## src/hw/rtl/tpsa_pkg.sv

```systemverilog
`timescale 1ns / 1ps

package tpsa_pkg;

  localparam int NUM_DIMS   = 4;
  localparam int MAX_DIMS   = 4;
  localparam int EXTENT_MAX = 1024;
  localparam int DIM_W      = 3;
  localparam int IDX_W      = 2;
  localparam int DIGIT_W    = 10;
  localparam int EXT_W      = 11;
  localparam int ADDR_W     = 40;
  localparam int VALUE_W    = 32;
  localparam int SCALE_W    = 24;
  localparam int FRAC_W     = 16;
  localparam int PROD_W     = VALUE_W + SCALE_W;
  localparam int MAG_W      = PROD_W + 1 - FRAC_W;
  localparam int PADDR_W    = 5;
  localparam int PDATA_W    = 32;

  typedef logic [DIGIT_W-1:0] digit_t;
  typedef logic [EXT_W-1:0]   ext_t;
  typedef logic [IDX_W-1:0]   dim_idx_t;

  typedef enum logic [DIM_W-1:0] {
    REG_DIM_COUNT  = 3'd0,
    REG_EXTENT_0   = 3'd1,
    REG_EXTENT_1   = 3'd2,
    REG_EXTENT_2   = 3'd3,
    REG_EXTENT_3   = 3'd4,
    REG_ORDER_MAP  = 3'd5,
    REG_SCALE      = 3'd6,
    REG_ACCUMULATE = 3'd7
  } reg_idx_t;

  typedef struct packed {
    logic [DIM_W-1:0]             dim_count;
    ext_t [NUM_DIMS-1:0]          extent;
    logic [2*NUM_DIMS-1:0]        order_map;
    logic signed [SCALE_W-1:0]    scale_factor;
    logic                         accumulate_mode;
  } cfg_t;

  typedef struct packed {
    logic [VALUE_W-1:0]           vmag;
    logic                         vneg;
    digit_t [NUM_DIMS-1:0]        digits;
    dim_idx_t [NUM_DIMS-1:0]      perm;
    logic [DIM_W-1:0]             steps;
    logic                         last;
    logic                         bad;
    logic                         accum;
  } entry_t;

  function automatic ext_t eff_extent(input ext_t e);
    ext_t r;
    r = e;
    if (e == '0) r = EXT_W'(1);
    if (e > EXT_W'(EXTENT_MAX)) r = EXT_W'(EXTENT_MAX);
    return r;
  endfunction

  function automatic logic [DIM_W-1:0] active_dims(input logic [DIM_W-1:0] d);
    logic [DIM_W-1:0] r;
    r = d;
    if (d > DIM_W'(NUM_DIMS)) r = DIM_W'(NUM_DIMS);
    if (r > DIM_W'(MAX_DIMS)) r = DIM_W'(MAX_DIMS);
    return r;
  endfunction

endpackage

```

## src/hw/rtl/tpsa_in_if.sv

```systemverilog
`timescale 1ns / 1ps

interface tpsa_in_if;
  logic               valid;
  logic               ready;
  logic signed [31:0] source_value;

  modport source (output valid, output source_value, input ready);
  modport sink (input valid, input source_value, output ready);
endinterface

```

## src/hw/rtl/tpsa_out_if.sv

```systemverilog
`timescale 1ns / 1ps

interface tpsa_out_if;
  logic               valid;
  logic               ready;
  logic [39:0]        dest_address;
  logic signed [31:0] scaled_value;
  logic               add_to_existing;
  logic               last_element;
  logic               bad_order;

  modport source (output valid, output dest_address, output scaled_value,
                  output add_to_existing, output last_element, output bad_order,
                  input ready);
  modport sink (input valid, input dest_address, input scaled_value,
                input add_to_existing, input last_element, input bad_order,
                output ready);
endinterface

```

## src/hw/rtl/tpsa_regs.sv

```systemverilog
`timescale 1ns / 1ps

module tpsa_regs (
  input  logic                            clk,
  input  logic                            rst,
  input  logic                            psel,
  input  logic                            penable,
  input  logic                            pwrite,
  input  logic [tpsa_pkg::PADDR_W-1:0]    paddr,
  input  logic [tpsa_pkg::PDATA_W-1:0]    pwdata,
  output logic [tpsa_pkg::PDATA_W-1:0]    prdata,
  output logic                            pready,
  output tpsa_pkg::cfg_t                  cfg
);
  import tpsa_pkg::*;

  reg_idx_t idx;
  logic     wr_en;

  assign idx    = reg_idx_t'(paddr[PADDR_W-1:2]);
  assign wr_en  = psel && penable && pwrite;
  assign pready = 1'b1;

  always_ff @(posedge clk) begin
    if (rst) begin
      cfg.dim_count       <= '0;
      cfg.extent          <= {NUM_DIMS{EXT_W'(1)}};
      cfg.order_map       <= 8'd228;
      cfg.scale_factor    <= 24'sd65536;
      cfg.accumulate_mode <= 1'b0;
    end else if (wr_en) begin
      case (idx)
        REG_DIM_COUNT:  cfg.dim_count       <= pwdata[DIM_W-1:0];
        REG_EXTENT_0:   cfg.extent[0]       <= pwdata[EXT_W-1:0];
        REG_EXTENT_1:   cfg.extent[1]       <= pwdata[EXT_W-1:0];
        REG_EXTENT_2:   cfg.extent[2]       <= pwdata[EXT_W-1:0];
        REG_EXTENT_3:   cfg.extent[3]       <= pwdata[EXT_W-1:0];
        REG_ORDER_MAP:  cfg.order_map       <= pwdata[2*NUM_DIMS-1:0];
        REG_SCALE:      cfg.scale_factor    <= pwdata[SCALE_W-1:0];
        REG_ACCUMULATE: cfg.accumulate_mode <= pwdata[0];
        default: ;
      endcase
    end
  end

  always_comb begin
    case (idx)
      REG_DIM_COUNT:  prdata = PDATA_W'(cfg.dim_count);
      REG_EXTENT_0:   prdata = PDATA_W'(cfg.extent[0]);
      REG_EXTENT_1:   prdata = PDATA_W'(cfg.extent[1]);
      REG_EXTENT_2:   prdata = PDATA_W'(cfg.extent[2]);
      REG_EXTENT_3:   prdata = PDATA_W'(cfg.extent[3]);
      REG_ORDER_MAP:  prdata = PDATA_W'(cfg.order_map);
      REG_SCALE:      prdata = PDATA_W'(unsigned'(cfg.scale_factor));
      REG_ACCUMULATE: prdata = PDATA_W'(cfg.accumulate_mode);
      default:        prdata = '0;
    endcase
  end

endmodule

```

## src/hw/rtl/tpsa_front.sv

```systemverilog
`timescale 1ns / 1ps

module tpsa_front (
  input  logic             clk,
  input  logic             rst,
  input  tpsa_pkg::cfg_t   cfg,
  tpsa_in_if.sink          src,
  input  logic             q_full,
  output logic             push,
  output tpsa_pkg::entry_t push_entry
);
  import tpsa_pkg::*;

  digit_t [NUM_DIMS-1:0]   digits;
  digit_t [NUM_DIMS-1:0]   digits_next;
  digit_t [NUM_DIMS-1:0]   dig;
  ext_t [NUM_DIMS-1:0]     ext;
  ext_t [NUM_DIMS-1:0]     dig_inc;
  dim_idx_t [NUM_DIMS-1:0] field;
  logic [NUM_DIMS-1:0]     seen;
  logic [DIM_W-1:0]        d;
  logic                    bad;
  logic                    last;
  logic                    carry;

  assign src.ready = !q_full;
  assign push      = src.valid && !q_full;

  always_comb begin
    d     = active_dims(cfg.dim_count);
    seen  = '0;
    bad   = 1'b0;
    last  = 1'b1;
    carry = 1'b1;
    for (int k = 0; k < NUM_DIMS; k++) begin
      field[k]   = cfg.order_map[2*k +: 2];
      ext[k]     = eff_extent(cfg.extent[k]);
      dig[k]     = (DIM_W'(k) < d) ? digits[k] : '0;
      dig_inc[k] = {1'b0, dig[k]} + EXT_W'(1);
      if (DIM_W'(k) < d) begin
        if ({1'b0, field[k]} >= d || seen[field[k]]) bad = 1'b1;
        seen[field[k]] = 1'b1;
        if (dig_inc[k] < ext[k]) last = 1'b0;
      end
    end
    for (int i = NUM_DIMS - 1; i >= 0; i--) begin
      digits_next[i] = '0;
      if (DIM_W'(i) < d) begin
        if (!carry) begin
          digits_next[i] = dig[i];
        end else if (dig_inc[i] < ext[i]) begin
          digits_next[i] = dig_inc[i][DIGIT_W-1:0];
          carry          = 1'b0;
        end
      end
    end
  end

  always_comb begin
    push_entry.vneg   = src.source_value[VALUE_W-1];
    push_entry.vmag   = src.source_value[VALUE_W-1] ? (~src.source_value + 32'sd1)
                                                    : src.source_value;
    push_entry.digits = dig;
    for (int k = 0; k < NUM_DIMS; k++) begin
      push_entry.perm[k] = bad ? IDX_W'(k) : field[k];
    end
    push_entry.steps  = d;
    push_entry.last   = last;
    push_entry.bad    = bad;
    push_entry.accum  = cfg.accumulate_mode;
  end

  always_ff @(posedge clk) begin
    if (rst) begin
      digits <= '0;
    end else if (push) begin
      digits <= digits_next;
    end
  end

endmodule

```

## src/hw/rtl/tpsa_queue.sv

```systemverilog
`timescale 1ns / 1ps

module tpsa_queue #(
  parameter int DEPTH = 2
) (
  input  logic             clk,
  input  logic             rst,
  input  logic             push,
  input  tpsa_pkg::entry_t push_entry,
  input  logic             pop,
  output tpsa_pkg::entry_t head,
  output logic             full,
  output logic             empty
);
  import tpsa_pkg::*;

  localparam int PTR_W = (DEPTH > 1) ? $clog2(DEPTH) : 1;
  localparam int CNT_W = $clog2(DEPTH + 1);

  entry_t             slots [DEPTH];
  logic [PTR_W-1:0]   wr_ptr;
  logic [PTR_W-1:0]   rd_ptr;
  logic [CNT_W-1:0]   count;

  assign full  = (count == CNT_W'(DEPTH));
  assign empty = (count == '0);
  assign head  = slots[rd_ptr];

  always_ff @(posedge clk) begin
    if (push) slots[wr_ptr] <= push_entry;
  end

  always_ff @(posedge clk) begin
    if (rst) begin
      wr_ptr <= '0;
      rd_ptr <= '0;
      count  <= '0;
    end else begin
      if (push) wr_ptr <= (wr_ptr == PTR_W'(DEPTH - 1)) ? '0 : wr_ptr + PTR_W'(1);
      if (pop)  rd_ptr <= (rd_ptr == PTR_W'(DEPTH - 1)) ? '0 : rd_ptr + PTR_W'(1);
      if (push && !pop)      count <= count + CNT_W'(1);
      else if (pop && !push) count <= count - CNT_W'(1);
    end
  end

endmodule

```

## src/hw/rtl/tpsa_back.sv

```systemverilog
`timescale 1ns / 1ps

module tpsa_back (
  input  logic             clk,
  input  logic             rst,
  input  tpsa_pkg::cfg_t   cfg,
  input  tpsa_pkg::entry_t head,
  input  logic             q_empty,
  output logic             pop,
  tpsa_out_if.source       dst
);
  import tpsa_pkg::*;

  typedef enum logic [2:0] {
    S_LOAD = 3'b001,
    S_WALK = 3'b010,
    S_DONE = 3'b100
  } state_t;

  state_t               state;
  entry_t               cur;
  logic [DIM_W-1:0]     k;
  logic [ADDR_W-1:0]    addr;
  logic [PROD_W-1:0]    pmag;
  logic                 neg;

  logic                 aneg;
  logic [SCALE_W-1:0]   amag;
  dim_idx_t             sel;
  logic [ADDR_W+EXT_W-1:0] prod;
  logic [ADDR_W-1:0]    addr_next;
  logic [PROD_W:0]      rnd;
  logic [MAG_W-1:0]     mag;
  logic [MAG_W-1:0]     limit;
  logic [MAG_W-1:0]     sat;
  logic [VALUE_W-1:0]   val;
  logic                 out_free;

  assign aneg = cfg.scale_factor[SCALE_W-1];
  assign amag = aneg ? (~cfg.scale_factor + 24'sd1) : cfg.scale_factor;
  assign pop  = (state == S_LOAD) && !q_empty;

  assign sel       = cur.perm[k[IDX_W-1:0]];
  assign prod      = (ADDR_W + EXT_W)'(addr) * (ADDR_W + EXT_W)'(eff_extent(cfg.extent[sel]));
  assign addr_next = prod[ADDR_W-1:0] + ADDR_W'(cur.digits[sel]);

  assign rnd   = (PROD_W + 1)'(pmag) + (PROD_W + 1)'(1 << (FRAC_W - 1));
  assign mag   = rnd[PROD_W:FRAC_W];
  assign limit = neg ? MAG_W'(64'h8000_0000) : MAG_W'(64'h7FFF_FFFF);
  assign sat   = (mag > limit) ? limit : mag;
  assign val   = neg ? (~sat[VALUE_W-1:0] + 32'd1) : sat[VALUE_W-1:0];

  assign out_free = !dst.valid || dst.ready;

  always_ff @(posedge clk) begin
    if (rst) begin
      state     <= S_LOAD;
      dst.valid <= 1'b0;
    end else begin
      if (state == S_DONE && out_free) dst.valid <= 1'b1;
      else if (dst.valid && dst.ready) dst.valid <= 1'b0;
      case (state)
        S_LOAD: begin
          if (!q_empty) state <= S_WALK;
        end
        S_WALK: begin
          if (k == cur.steps) state <= S_DONE;
        end
        S_DONE: begin
          if (out_free) state <= S_LOAD;
        end
        default: state <= S_LOAD;
      endcase
    end
  end

  always_ff @(posedge clk) begin
    case (state)
      S_LOAD: begin
        cur  <= head;
        k    <= '0;
        addr <= '0;
        pmag <= PROD_W'(head.vmag) * PROD_W'(amag);
        neg  <= head.vneg ^ aneg;
      end
      S_WALK: begin
        if (k != cur.steps) begin
          addr <= addr_next;
          k    <= k + DIM_W'(1);
        end
      end
      S_DONE: begin
        if (out_free) begin
          dst.dest_address    <= addr;
          dst.scaled_value    <= val;
          dst.add_to_existing <= cur.accum;
          dst.last_element    <= cur.last;
          dst.bad_order       <= cur.bad;
        end
      end
      default: ;
    endcase
  end

endmodule

```

## src/hw/rtl/tensor_permute_scale_accumulate_top.sv

```systemverilog
`timescale 1ns / 1ps
// Channel  Role    Handshake          Payload
// src      sink    valid / ready      source_value
// dst      source  valid / ready      dest_address, scaled_value, add_to_existing,
//                                     last_element, bad_order
// cfg      APB     psel / penable     paddr, pwdata, prdata (pready tied high)
//
// The back end takes each item through a load state with the magnitude multiply,
// one multiply-add per active dimension (dim_count capped at 4), a step that ends the walk,
// and a done state for rounding, saturation and the result register.
// The front end takes an item per cycle while the queue has room.
// rst (synchronous) clears the position counter, queue and result valid and
// restores the register defaults. A stalled result holds in its register and holds the back.

module tensor_permute_scale_accumulate_top #(
  parameter int QUEUE_DEPTH = 2
) (
  input  logic                         clk,
  input  logic                         rst,
  tpsa_in_if.sink                      src,
  tpsa_out_if.source                   dst,
  input  logic                         psel,
  input  logic                         penable,
  input  logic                         pwrite,
  input  logic [tpsa_pkg::PADDR_W-1:0] paddr,
  input  logic [tpsa_pkg::PDATA_W-1:0] pwdata,
  output logic [tpsa_pkg::PDATA_W-1:0] prdata,
  output logic                         pready
);
  import tpsa_pkg::*;

  cfg_t   cfg;
  entry_t push_entry;
  entry_t head;
  logic   push;
  logic   pop;
  logic   q_full;
  logic   q_empty;

  tpsa_regs u_regs (
    .clk, .rst, .psel, .penable, .pwrite, .paddr, .pwdata, .prdata, .pready, .cfg
  );

  tpsa_front u_front (
    .clk, .rst, .cfg, .src, .q_full, .push, .push_entry
  );

  tpsa_queue #(.DEPTH(QUEUE_DEPTH)) u_queue (
    .clk, .rst, .push, .push_entry, .pop, .head, .full(q_full), .empty(q_empty)
  );

  tpsa_back u_back (
    .clk, .rst, .cfg, .head, .q_empty, .pop, .dst
  );

endmodule

```

## src/flat_wrapper.sv

```systemverilog
// flat-port wrapper written by rule: the top's interface ports become plain ports
module tensor_permute_scale_accumulate_top_flat import tpsa_pkg::*;
#(
  parameter int QUEUE_DEPTH = 2
)
  (clk, rst, psel, penable, pwrite, paddr, pwdata, prdata, pready, src_valid, src_source_value, src_ready, dst_valid, dst_dest_address, dst_scaled_value, dst_add_to_existing, dst_last_element, dst_bad_order, dst_ready);
  tpsa_in_if src_i ();
  tpsa_out_if dst_i ();
  input  logic clk;
  input  logic rst;
  input  logic psel;
  input  logic penable;
  input  logic pwrite;
  input  logic [tpsa_pkg::PADDR_W-1:0] paddr;
  input  logic [tpsa_pkg::PDATA_W-1:0] pwdata;
  output logic [tpsa_pkg::PDATA_W-1:0] prdata;
  output logic pready;
  input wire logic [$bits(src_i.valid)-1:0] src_valid;
  input wire logic [$bits(src_i.source_value)-1:0] src_source_value;
  output wire logic [$bits(src_i.ready)-1:0] src_ready;
  output wire logic [$bits(dst_i.valid)-1:0] dst_valid;
  output wire logic [$bits(dst_i.dest_address)-1:0] dst_dest_address;
  output wire logic [$bits(dst_i.scaled_value)-1:0] dst_scaled_value;
  output wire logic [$bits(dst_i.add_to_existing)-1:0] dst_add_to_existing;
  output wire logic [$bits(dst_i.last_element)-1:0] dst_last_element;
  output wire logic [$bits(dst_i.bad_order)-1:0] dst_bad_order;
  input wire logic [$bits(dst_i.ready)-1:0] dst_ready;
  assign src_i.valid = src_valid;
  assign src_i.source_value = src_source_value;
  assign src_ready = src_i.ready;
  assign dst_valid = dst_i.valid;
  assign dst_dest_address = dst_i.dest_address;
  assign dst_scaled_value = dst_i.scaled_value;
  assign dst_add_to_existing = dst_i.add_to_existing;
  assign dst_last_element = dst_i.last_element;
  assign dst_bad_order = dst_i.bad_order;
  assign dst_i.ready = dst_ready;
  tensor_permute_scale_accumulate_top #(.QUEUE_DEPTH(QUEUE_DEPTH)) u_core (.clk(clk), .rst(rst), .src(src_i), .dst(dst_i), .psel(psel), .penable(penable), .pwrite(pwrite), .paddr(paddr), .pwdata(pwdata), .prdata(prdata), .pready(pready));
endmodule
```

## config.mk

```make
export PLATFORM = sky130hd
export DESIGN_NAME = tensor_permute_scale_accumulate_top_flat
export DESIGN_NICKNAME = d
export VERILOG_FILES = /design/src/hw/rtl/tpsa_pkg.sv /design/src/hw/rtl/tpsa_in_if.sv /design/src/hw/rtl/tpsa_out_if.sv /design/src/hw/rtl/tpsa_regs.sv /design/src/hw/rtl/tpsa_front.sv /design/src/hw/rtl/tpsa_queue.sv /design/src/hw/rtl/tpsa_back.sv /design/src/hw/rtl/tensor_permute_scale_accumulate_top.sv /design/src/flat_wrapper.sv
export SDC_FILE = /design/constraint.sdc
export NUM_CORES = 2
export LEC_CHECK = 0
export ABC_AREA = 1
export CORE_ASPECT_RATIO = 1.1
export CORE_MARGIN = 2
export CORE_UTILIZATION = 60
export CTS_BUF_LIST = sky130_fd_sc_hd__clkbuf_16
export DETAILED_ROUTE_END_ITERATION = 10
export DONT_BUFFER_PORTS = 1
export PLACE_DENSITY = 0.87
export SKIP_CTS_REPAIR_TIMING = 1
export SLEW_MARGIN = 20
export SYNTH_ARGS = -nofsm -noshare
export SYNTH_HDL_FRONTEND = slang
export SYNTH_SLANG_ARGS = --single-unit
```

## constraint.sdc

```tcl
create_clock -name clk -period 13.2 [get_ports clk]
set_input_delay 0.66 -clock clk [delete_from_list [all_inputs] [get_ports clk]]
set_output_delay 0.66 -clock clk [all_outputs]
set_load 0.1 [all_outputs]
```

==> flow_summary.ini <==
[clock_network]
clock_insertion_delay_worst_skew_ns = 0.67
clock-sinks = 517
cts_buffer_depth = 3
path_clk_slew_ns = 0.07
cts_tree = done
clock_tree.root_cell = sky130_fd_sc_hd__clkbuf_16
cts-htree-levels = 2
cts-buffers-inserted = 56

[setup_path]
critical_path.startpoint_type = register
worst-r2r-setup-slack_ns = 2.34
most_repeated_library_cell_on_the_critical_path = sky130_fd_sc_hd__inv_1
rr_startpoint = u_core.u_regs.cfg[1]
startpoint = u_core.u_regs.cfg[1]
worst_setup_path_endpoint = u_core.u_back.pmag[45]
worstPathArrival_ns = 11.23
worst_setup_path_end_kind = register
critical_path.n_buffers_inverters = 9
r2r_end = u_core.u_back.pmag[45]
critical-path-slowest-cell = sky130_fd_sc_hd__xor2_1
critical_path_depth = 36
critPathRequiredTime_ns = 13.57
critPathMaxStageDelay_ns = 0.91
worstPathMaxFanout = 25
worst-setup-path-type = reg -> reg
crit_family = adder cells
worst_r2r_path_depth = 36

[route]
route.detailed.vias_per_inst = 5.89
wl_mm = 179
detail_route_antenna_nets = 0
drt-wirelength-per-cell_microns = 21.0
detailedRoute.firstPassIterationCount = 6
route.vias.total = 50300
drt_iter0_markers = 5082
drc = 0

[run]
drv_cap = 0

[power]
total_switching_power_w = 0.00979
maximum_vdd_ir_drop_mv = 0.345
power_frac_clock = 0.095
power.switching_fraction = 0.564
static-leakage-power_nw = 30.6
cellInternalPower_w = 0.00756
p_per_area_nw_per_um2 = 266
share_comb_of_total_power = 0.741
p_seq_frac = 0.164

[floorplan]
core_region_area_sq_um = 102000
row_count = 123
floorplan.die.height_microns = 340
initial_core_utilization = 0.604
fp.dieArea_sq_um = 105000
ios = 186
die_x_microns = 309

[global_route]
groute.usage.overall = 0.348
antenna_violations_before_repair = 3
grt_max_degree = 80
grt_pass1_vias = 52600
grt_first_pass_wirelength_mm = 282
overflow = 0

[synth]
synth_enable_flop_cells = 388
avgSynthCellArea_sq_um = 8.54
total_of_flip_flops_plus_latches_after_synthesis = 517
syn-instance-count = 7202
synth_async_sr_flop_share = 0
yosys.area.top_type_share = 0.312
ys_top_cells_by_area = sky130_fd_sc_hd__fa_1 (31%), sky130_fd_sc_hd__edfxtp_1 (19%), sky130_fd_sc_hd__inv_1 (9.0%), sky130_fd_sc_hd__nand2_1 (8.7%), sky130_fd_sc_hd__ha_1 (7.2%)
yosysWarningCount = 0
synthMostInstantiatedCell = sky130_fd_sc_hd__inv_1
synth_top_area_cell = sky130_fd_sc_hd__fa_1
most_instantiated_cells_after_synthesis = sky130_fd_sc_hd__inv_1 (1469), sky130_fd_sc_hd__nand2_1 (1424), sky130_fd_sc_hd__fa_1 (957)
seq_area_frac_synth = 0.231
synth_flop_cell = sky130_fd_sc_hd__edfxtp_1
synth.distinct_cells = 66
netlist_area_sq_um = 61500

[status]
status = finished clean

[timing]
worstMarginPinSlew_ns = 1.17
final-setup-viol-count = 0
final_min_period_over_clock_period = 0.823
rsz0062_at_grt = no
setup_total_negative_slack_ns = 0
timing_max_transition_violations_final = 0
max_freq_mhz = 92.1
fin_worst_skew_ns = 0.0561
min_period_ns = 10.86
hold_violations = 0
slew-limit-headroom = 0.216

[placement]
dpl-instance-area_sq_um = 63200
port_buffers = 0
dpl.hpwl_mm = 136
routability_congestion = 0.996

[finish]
share_of_final_layout_standard_cells_stronger_than_drive_strength_1 = 0.0475
finish.net_count = 8500
postLayoutCoreUtil = 0.639
final.fill_count = 8124
finalInstanceArea_sq_um = 65100
syn_to_final_growth_pct = 5.87

[worst_hold_path]
worstHoldPathType = in -> reg
-- state kept, by name, summed over array words and instances, names as in the netlist, 2 cells and up, named ones only --
signal,flops
u_core.u_back.dst.dest_address,40
u_core.u_back.cur,54
u_core.u_back.pmag,41
u_core.u_back.dst.scaled_value,32
u_core.u_queue.slots,174
u_core.u_back.state,3
u_core.u_back.addr,40
u_core.u_regs.cfg,80
u_core.u_queue.count,2
u_core.u_back.k,3
u_core.u_front.digits,40
-- how the worst min path moves through the flow --
| stage | slack [ns] | from | to | depth (start not counted) |
|---|---|---|---|---|
| 5_1_grt | 0.03 | rst | u_core.u_front.digits[18] | 1 |
| 3_3_place_gp | 0.45 | u_core.u_front.digits[1] | u_core.u_front.digits[1] | 2 |
| 4_1_cts | 0.02 | rst | u_core.u_front.digits[16] | 1 |
| 3_5_place_dp | 0.45 | u_core.u_front.digits[8] | u_core.u_front.digits[8] | 2 |
| 6_report | 0.05 | rst | u_core.u_front.digits[18] | 1 |
| 2_1_floorplan | 0.40 | u_core.u_back.cur[0] | u_core.u_back.dst.add_to_existing | 0 |
-- per-layer routing --
metal,part of all wire,vias to the layer above,GRT usage,wire [microns]
li1,-,22000,-,-
met1,0.35,24200,0.429,63000
met4,0.069,4,0.201,12300
met2,0.45,3281,0.550,81400
met5,0.00017,-,0,31
met3,0.13,850,0.0948,22500
-- final cells by class --
| class | count | area [sq um] | share of cell area |
|---|---|---|---|
| antenna | 1 | 2.50 | 0.0000384 |
| clock buffer | 57 | 1430 | 0.0219 |
| clock inverter | 49 | 507 | 0.00778 |
| inverter | 1508 | 5660 | 0.0870 |
| multi-input combinational | 4946 | 40800 | 0.627 |
| sequential | 517 | 14200 | 0.219 |
| tap | 1375 | 1720 | 0.0264 |
| timing repair buffer | 85 | 738 | 0.0113 |
-- cell families (layout without fill, tap and decap cells) --
group	Yosys count	after routing	share of synthesized area
compound gates	737	737	0.0683
xor+xnor	152	152	0.0216
mux	55	55	0.0101
simple gates	2683	2683	0.177
fa+ha+maj	1310	1310	0.383
buf+inv	1746	1699	0.108
other cells	2	10	0.000122
flops	517	517	0.231
-- metrics by stage --
step                hold WS, ns  worst slack, ns  power, W  cells
global route             0.0321             1.84    0.0190   8537
global placement          0.447             2.88    0.0149   8429
CTS                      0.0211             2.61    0.0171   8537
detailed placement        0.450             2.68    0.0153   8431
finish                   0.0489             2.34    0.0173   8538
floorplan                 0.400             3.29    0.0119   7209
-- power by group through the flow --
stage | clock network (W) | logic, W | registers (W)
5_1_grt | 0.00173 | 0.0144 | 0.00287
3_3_place_gp | 0 | 0.0120 | 0.00284
2_1_floorplan | 0 | 0.00916 | 0.00273
4_1_cts | 0.00167 | 0.0126 | 0.00283
3_5_place_dp | 0 | 0.0124 | 0.00286
6_report | 0.00165 | 0.0129 | 0.00284
-- layout by cell type, fill, tap and decap left out, types with 10 or more instances in the layout --
cell                        netlist  routed
sky130_fd_sc_hd__inv_1         1469    1475
sky130_fd_sc_hd__nand2_1       1424    1420
sky130_fd_sc_hd__fa_1           957     957
sky130_fd_sc_hd__nor2_1         886     869
sky130_fd_sc_hd__edfxtp_1       388     388
sky130_fd_sc_hd__ha_1           353     353
sky130_fd_sc_hd__a21oi_1        282     282
sky130_fd_sc_hd__o21ai_0        236     232
sky130_fd_sc_hd__nand3_1        159     159
sky130_fd_sc_hd__dfxtp_1        129     128
sky130_fd_sc_hd__xor2_1         102      95
sky130_fd_sc_hd__buf_4           12      80
sky130_fd_sc_hd__nor3_1          62      61
sky130_fd_sc_hd__clkbuf_16        0      57
sky130_fd_sc_hd__nand4_1         55      55
sky130_fd_sc_hd__mux2_2          54      54
sky130_fd_sc_hd__xnor2_1         50      50
sky130_fd_sc_hd__o211ai_1        40      40
sky130_fd_sc_hd__o21ai_1         35      37
sky130_fd_sc_hd__clkinv_1        32      37
sky130_fd_sc_hd__o21a_1          33      33
sky130_fd_sc_hd__nor2_2          16      31
sky130_fd_sc_hd__nor4_1          23      22
sky130_fd_sc_hd__a221oi_1        17      17
sky130_fd_sc_hd__a31oi_1         15      15
sky130_fd_sc_hd__nand2_2          8      11
sky130_fd_sc_hd__clkinv_2         0      11
sky130_fd_sc_hd__or2_2           10      10
sky130_fd_sc_hd__o22ai_1         10      10
No activity file was read; power rests on OpenSTA's default activity.
